<file path="src/fde_pkg.sv">
// Package for the feedback delay echo: widths, register indexes, reset values.
// No dependencies; used by the interfaces, the mixer and the top level.
`default_nettype none

package fde_pkg;

    localparam int FRAMES_W   = 16;
    localparam int CHANS_W    = 4;
    localparam int GAIN_W     = 16;
    localparam int PROD_W     = FRAMES_W + CHANS_W;
    localparam int CFG_IDX_W  = 2;
    localparam int CFG_DATA_W = 16;
    localparam int MIX_SHIFT  = 15;

    localparam logic [GAIN_W-1:0]   GAIN_ONE       = 16'h8000;
    localparam logic [FRAMES_W-1:0] FRAMES_RST     = 16'd8192;
    localparam logic [CHANS_W-1:0]  CHANS_RST      = 4'd2;
    localparam logic [GAIN_W-1:0]   FB_GAIN_RST    = 16'd16384;
    localparam logic [GAIN_W-1:0]   WET_GAIN_RST   = 16'd16384;

    typedef enum logic [CFG_IDX_W-1:0] {
        REG_DELAY_FRAMES  = 2'd0,
        REG_CHANNEL_COUNT = 2'd1,
        REG_FEEDBACK_GAIN = 2'd2,
        REG_WET_GAIN      = 2'd3
    } cfg_index_t;

endpackage

`default_nettype wire

</file>
<file path="src/fde_mix.sv">
// Q1.15 crossfade of a dry and a delayed sample: round half up, shift by 15,
// saturate to the sample range. Depends on fde_pkg.
`default_nettype none

module fde_mix #(
    parameter int SAMPLE_BITS = 16
) (
    input  logic signed [SAMPLE_BITS-1:0] dry,
    input  logic signed [SAMPLE_BITS-1:0] delayed,
    input  logic [fde_pkg::GAIN_W-1:0]    gain,
    output logic signed [SAMPLE_BITS-1:0] mixed
);
    import fde_pkg::*;

    localparam int PW = SAMPLE_BITS + GAIN_W + 2;
    localparam int RW = PW - MIX_SHIFT;
    localparam logic signed [RW-1:0] MAXV = {{(RW-SAMPLE_BITS+1){1'b0}}, {(SAMPLE_BITS-1){1'b1}}};
    localparam logic signed [RW-1:0] MINV = ~MAXV;
    localparam logic signed [PW-1:0] ROUND_HALF = PW'(1) <<< (MIX_SHIFT - 1);

    logic signed [SAMPLE_BITS:0] diff;
    logic signed [GAIN_W:0]      gain_s;
    logic signed [PW-1:0]        prod;
    logic signed [PW-1:0]        sum;
    logic signed [RW-1:0]        res;

    // a*(1-g) + d*g == a + (d-a)*g
    always_comb
    begin
        diff   = {delayed[SAMPLE_BITS-1], delayed} - {dry[SAMPLE_BITS-1], dry};
        gain_s = $signed({1'b0, gain});
        prod   = diff * gain_s;
        sum    = (PW'(dry) <<< MIX_SHIFT) + prod + ROUND_HALF;
        res    = sum[PW-1:MIX_SHIFT];
        if (res > MAXV)
        begin
            mixed = MAXV[SAMPLE_BITS-1:0];
        end
        else if (res < MINV)
        begin
            mixed = MINV[SAMPLE_BITS-1:0];
        end
        else
        begin
            mixed = res[SAMPLE_BITS-1:0];
        end
    end

endmodule

`default_nettype wire

</file>
<file path="config.mk">
export PLATFORM = sky130hd
export DESIGN_NAME = fde_mix
export DESIGN_NICKNAME = d
export VERILOG_FILES = /design/src/fde_pkg.sv /design/src/fde_mix.sv
export SDC_FILE = /design/constraint.sdc
export NUM_CORES = 1
export LEC_CHECK = 0
export BUFFER_PORTS_ARGS = -buffer_cell sky130_fd_sc_hd__buf_2
export CAP_MARGIN = 10
export CORE_MARGIN = 2
export CORE_UTILIZATION = 45
export DETAILED_ROUTE_END_ITERATION = 16
export GPL_TIMING_DRIVEN = 0
export PLACE_DENSITY_LB_ADDON = 0.05
export SLEW_MARGIN = 5
export SYNTH_ARGS = -nofsm -noshare
export SYNTH_HDL_FRONTEND = slang
export SYNTH_SLANG_ARGS = --single-unit
export TNS_END_PERCENT = 10
</file>
<file path="constraint.sdc">
create_clock -name vclk -period 29.6
set_input_delay 2.96 -clock vclk [all_inputs]
set_output_delay 2.96 -clock vclk [all_outputs]
set_load 0.03 [all_outputs]
</file>
# After elaboration in Yosys (flattened, before gate mapping)
# Cells that the tools add are included.
[classes]
add_sub_neg = 3
mul = 1
magnitude_cmp = 2
mux = 2
[ops]
columns = ["operator", "count"]
rows = [
  ["adder 31 x 34 -> 34 bit", 1],
  ["adder 34 x 16 -> 34 bit, second input constant", 1],
  ["multiplier 17 x 17 -> 34 bit", 1],
  ["two-way mux 16 bit", 2],
  ["greater-than comparator 19 x 16 -> 1 bit, second input constant", 1],
  ["< comparator 19 x 16 -> 1 bit, second input constant", 1],
  ["subtractor 16 x 16 -> 17 bit", 1],
]
[word_totals]
output_inout_bits = 16
ff_bits = 0
input_bits = 48
word_cells = 8

# Longest topological paths before layout
[depth]
word_depth = 7
ltp_mapped = 35
depth_no_buf = 33

# Least setup slack after synthesis
# No wires, ideal clock.
[synth_path]
kind = "input to output"
startpoint = "input port delayed[0]"
endpoint = "output port mixed[0]"
required_ns = 26.640
slack_ns = 15.045
n_path_buf = 1
t_arrival_ns = 11.595
path_stages = 32
path_cell_list = "inv_1 > ha_1 > fa_1 > nand2b_1 > a21boi_0 > o21ai_1 > a211oi_1 > nor3_1 > or3_1 > a41o_1 > clkbuf_1 > nand2_1 > fa_1 > fa_1 > inv_1 > ha_1 > a21o_1 > fa_1 > fa_1 > inv_1 > fa_1 > inv_1 > ha_1 > a21oi_2 > o21ai_1 > a21o_1 > o41a_1 > a31o_1 > or3b_4 > a2111oi_4 > nor3_2 > o32ai_1"
[synth_between]
elab_chain_cells = 7
elab_cells_between_ends = 8
cone_classes = "3 x add/sub; 1 x mul; 2 x order compare; 2 x mux"
[synth_lines]
columns = ["element", "line_no", "rtl"]
rows = [
  ["start: declaration", "fde_mix.sv:9", "input logic signed [SAMPLE_BITS-1:0] delayed,"],
  ["subtractor 16 x 16 -> 17 bit *", "fde_mix.sv:30", "diff = {delayed[SAMPLE_BITS-1], delayed} - {dry[SAMPLE_BITS-1], dry};"],
  ["multiplier 17 x 17 -> 34 bit *", "fde_mix.sv:32", "prod = diff * gain_s;"],
  ["adder 31 x 34 -> 34 bit *", "fde_mix.sv:33", "sum = (PW'(dry) <<< MIX_SHIFT) + prod + ROUND_HALF;"],
  ["adder 34 x 16 -> 34 bit *", "fde_mix.sv:33", ""],
  ["< comparator 19 x 16 -> 1 bit", "fde_mix.sv:39", "else if (res < MINV)"],
  ["two-way mux 16 bit", "fde_mix.sv:39", ""],
  ["two-way mux 16 bit *", "fde_mix.sv:35", "if (res > MAXV)"],
  ["end: declaration", "fde_mix.sv:11", "output logic signed [SAMPLE_BITS-1:0] mixed"],
]
# Mark *: on every way between the ends. The rest lies on a longest branch, timed or not.

# Worst setup path in the final report
[layout_path]
startpoint = "input port dry[0]"
endpoint = "output port mixed[3]"
[layout_between]
elab_chain_cells = 7
elab_cells_between_ends = 8
cone_classes = "3 x add/sub; 1 x mul; 2 x order compare; 2 x mux"
[layout_lines]
columns = ["element", "line_no", "rtl"]
rows = [
  ["start: declaration", "fde_mix.sv:8", "input logic signed [SAMPLE_BITS-1:0] dry,"],
  ["subtractor 16 x 16 -> 17 bit", "fde_mix.sv:30", ""],
  ["multiplier 17 x 17 -> 34 bit", "fde_mix.sv:32", ""],
  ["adder 31 x 34 -> 34 bit *", "fde_mix.sv:33", ""],
  ["adder 34 x 16 -> 34 bit *", "fde_mix.sv:33", ""],
  ["< comparator 19 x 16 -> 1 bit", "fde_mix.sv:39", ""],
  ["two-way mux 16 bit", "fde_mix.sv:39", ""],
  ["two-way mux 16 bit *", "fde_mix.sv:35", ""],
]
# Marks and branches as above.

==> impl_metrics.env <==
export IMPL_firstDrtPassIters=5
export IMPL_synth_xor_area_share_pct=2.75
export IMPL_row_count=60
export IMPL_die_h_um=168
export IMPL_synthTopCellsByCount="inv_1 (394), fa_1 (298), and2_1 (136), nand2_1 (118), ha_1 (117)"
export IMPL_dp_slack_ps=13850
export IMPL_portBuffers=61
export IMPL_wl_per_cell_um=18.1
export IMPL_avgSynthCellArea_um2=8.93
export IMPL_synth_simple_gate_area_share_pct=15.5
export IMPL_post_cts_buffers=0
export IMPL_crit_type="in2out"
export IMPL_synth_top_family_by_area="adder cells"
export IMPL_fin_crit_sh_pct=53.3
export IMPL_gr_usage_met1_pct=31.6
export IMPL_met3_usage_pct=0.705
export IMPL_cp_start_kind="primary input"
export IMPL_synth_mux_area_share_pct=0.176
export IMPL_synthTopCellsByArea="fa_1 (49%), inv_1 (12%), ha_1 (12%)"
export IMPL_ant_nets=0
export IMPL_drc_errors=0
export IMPL_finalSetupViolations=0
export IMPL_wl_mm=31.9
export IMPL_yosysSeqAreaShare_pct=0
export IMPL_post_synth_top_count_cell="inv_1"
export IMPL_routed_via_density=5.00
export IMPL_grt_max_degree=13
export IMPL_syn_area_um2=12100
export IMPL_num_fill_cells=2699
export IMPL_slew_headroom_pct=15.0
export IMPL_rsz0062_at_grt="no"
export IMPL_grt_first_pass_wirelength_mm=53.5
export IMPL_holdWs_ps=7210
export IMPL_io_pins=64
export IMPL_grt_use_total_pct=24.7
export IMPL_yosysUniqueCellTypes=59
export IMPL_tightest_slew_ps=1260
export IMPL_antenna_cells=0
export IMPL_cp_required_ps=26640
export IMPL_status="completed"
export IMPL_drt_initial_drc_count=386
export IMPL_fin_crit_ps=15780
export IMPL_drive_gt1_share_pct=5.36
export IMPL_drv_slew=0
export IMPL_hold_buffers=0
export IMPL_finalNetCount=1883
export IMPL_stdcell_area_um2=12900
export IMPL_place_congestion=0.830
export IMPL_syn_to_final_growth_pct=6.04
export IMPL_start_util_pct=45.3
export IMPL_cp_common_cell="fa_1"
export IMPL_fin_tns_setup_ps=0
export IMPL_first_global_vias=9886
export IMPL_max_stage_delay_ps=710
export IMPL_fmax_mhz=63.4
export IMPL_synthCells=1357
export IMPL_fin_ws_ps=13820
export IMPL_endpoint_kind="output pin"
export IMPL_worstPathArrival_ps=12820
export IMPL_synth_area_leader_cell="fa_1"
export IMPL_die_w_um=168
export IMPL_dpl_cell_area_um2=12900
export IMPL_dieArea_um2=28300
export IMPL_hold_path_class="in2out"
export IMPL_overflow=0
export IMPL_hold_viol=0
export IMPL_use_met2_pct=45.8
export IMPL_synth_nets=1820
export IMPL_hpwl_mm=28.2
export IMPL_top_usage_layer="met2"
export IMPL_yosys_area_top_type_share_pct=49.2
export IMPL_antenna_found_initial=5
export IMPL_synthAdderAreaFrac_pct=61.3
export IMPL_clkbuf_count=0
export IMPL_seqCellArea_um2=0
export IMPL_cts_resized=0
export IMPL_maxCapViolations=0
export IMPL_core_area_um2=26700
export IMPL_cp_max_fo=10
export IMPL_synth_compound_area_share_pct=6.77
export IMPL_cp_slowest_cell="xnor2_1"
export IMPL_vias=8791
export IMPL_seq_cells=0
export IMPL_ys_warn_count=0
## layer usage
metal	vias to the layer above	wire length (um)
met5	-	0
met4	0	1230
met3	44	748
met2	133	16600
met1	4487	13300
li1	4127	-
## worst max-delay path: cells and delay by family
family	cells	cell delay, ps
simple gates	5	920
fa+ha+maj	9	3760
compound gates	10	3030
buf+inv	8	1400
xor+xnor	1	710
## metrics by stage
step	std cells	utilization, %
final	1759	48.1
after global routing	1759	48.1
after CTS	1759	48.1
after detailed placement	1759	48.1
after global placement	1759	48.1
after floorplan	1357	-
## cell type report
class | count | area (um2) | area share (%)
Inverter | 394 | 1480 | 11.5
Multi-Input combinational cell | 923 | 10500 | 81.5
Timing Repair Buffer | 61 | 305 | 2.38
Tap cell | 341 | 427 | 3.32
Buffer | 40 | 161 | 1.26
## final timing paths
path / endpoint / startpoint / depth (start not counted)
worst max-delay path: mixed[3] / dry[0] / 33
worst min-delay path: mixed[1] / gain[2] / 8
## cells in the final DEF, fill, tap and decap left out, types with 2 or more instances in the layout
master	n
nor2_1	19
nor2b_1	25
clkbuf_1	35
nand4_1	2
o21a_1	10
o31ai_1	5
a211oi_1	7
and2_1	136
nor3_1	11
xnor2_1	31
o21bai_1	3
xor2_1	7
nand2_1	118
a21oi_1	21
inv_1	394
buf_2	64
o21ai_1	2
or3_1	7
a21o_1	15
nor3_2	2
fa_1	298
o211ai_1	3
o32ai_1	4
o21ai_0	13
nand2b_1	13
and3_1	4
and4_1	2
and3b_1	2
ha_1	117
o22ai_1	12
nand3_1	8
## kinds of logic (layout without fill, tap and decap cells)
| family | Yosys count | after routing |
|---|---|---|
| mux | 2 | 2 |
| xor+xnor | 38 | 38 |
| compound gates | 115 | 115 |
| simple gates | 353 | 353 |
| buf+inv | 434 | 495 |
| fa+ha+maj | 415 | 415 |
Power is not shown: default switching activity piles up to over one toggle a cycle in this logic, so the estimate is an artifact.
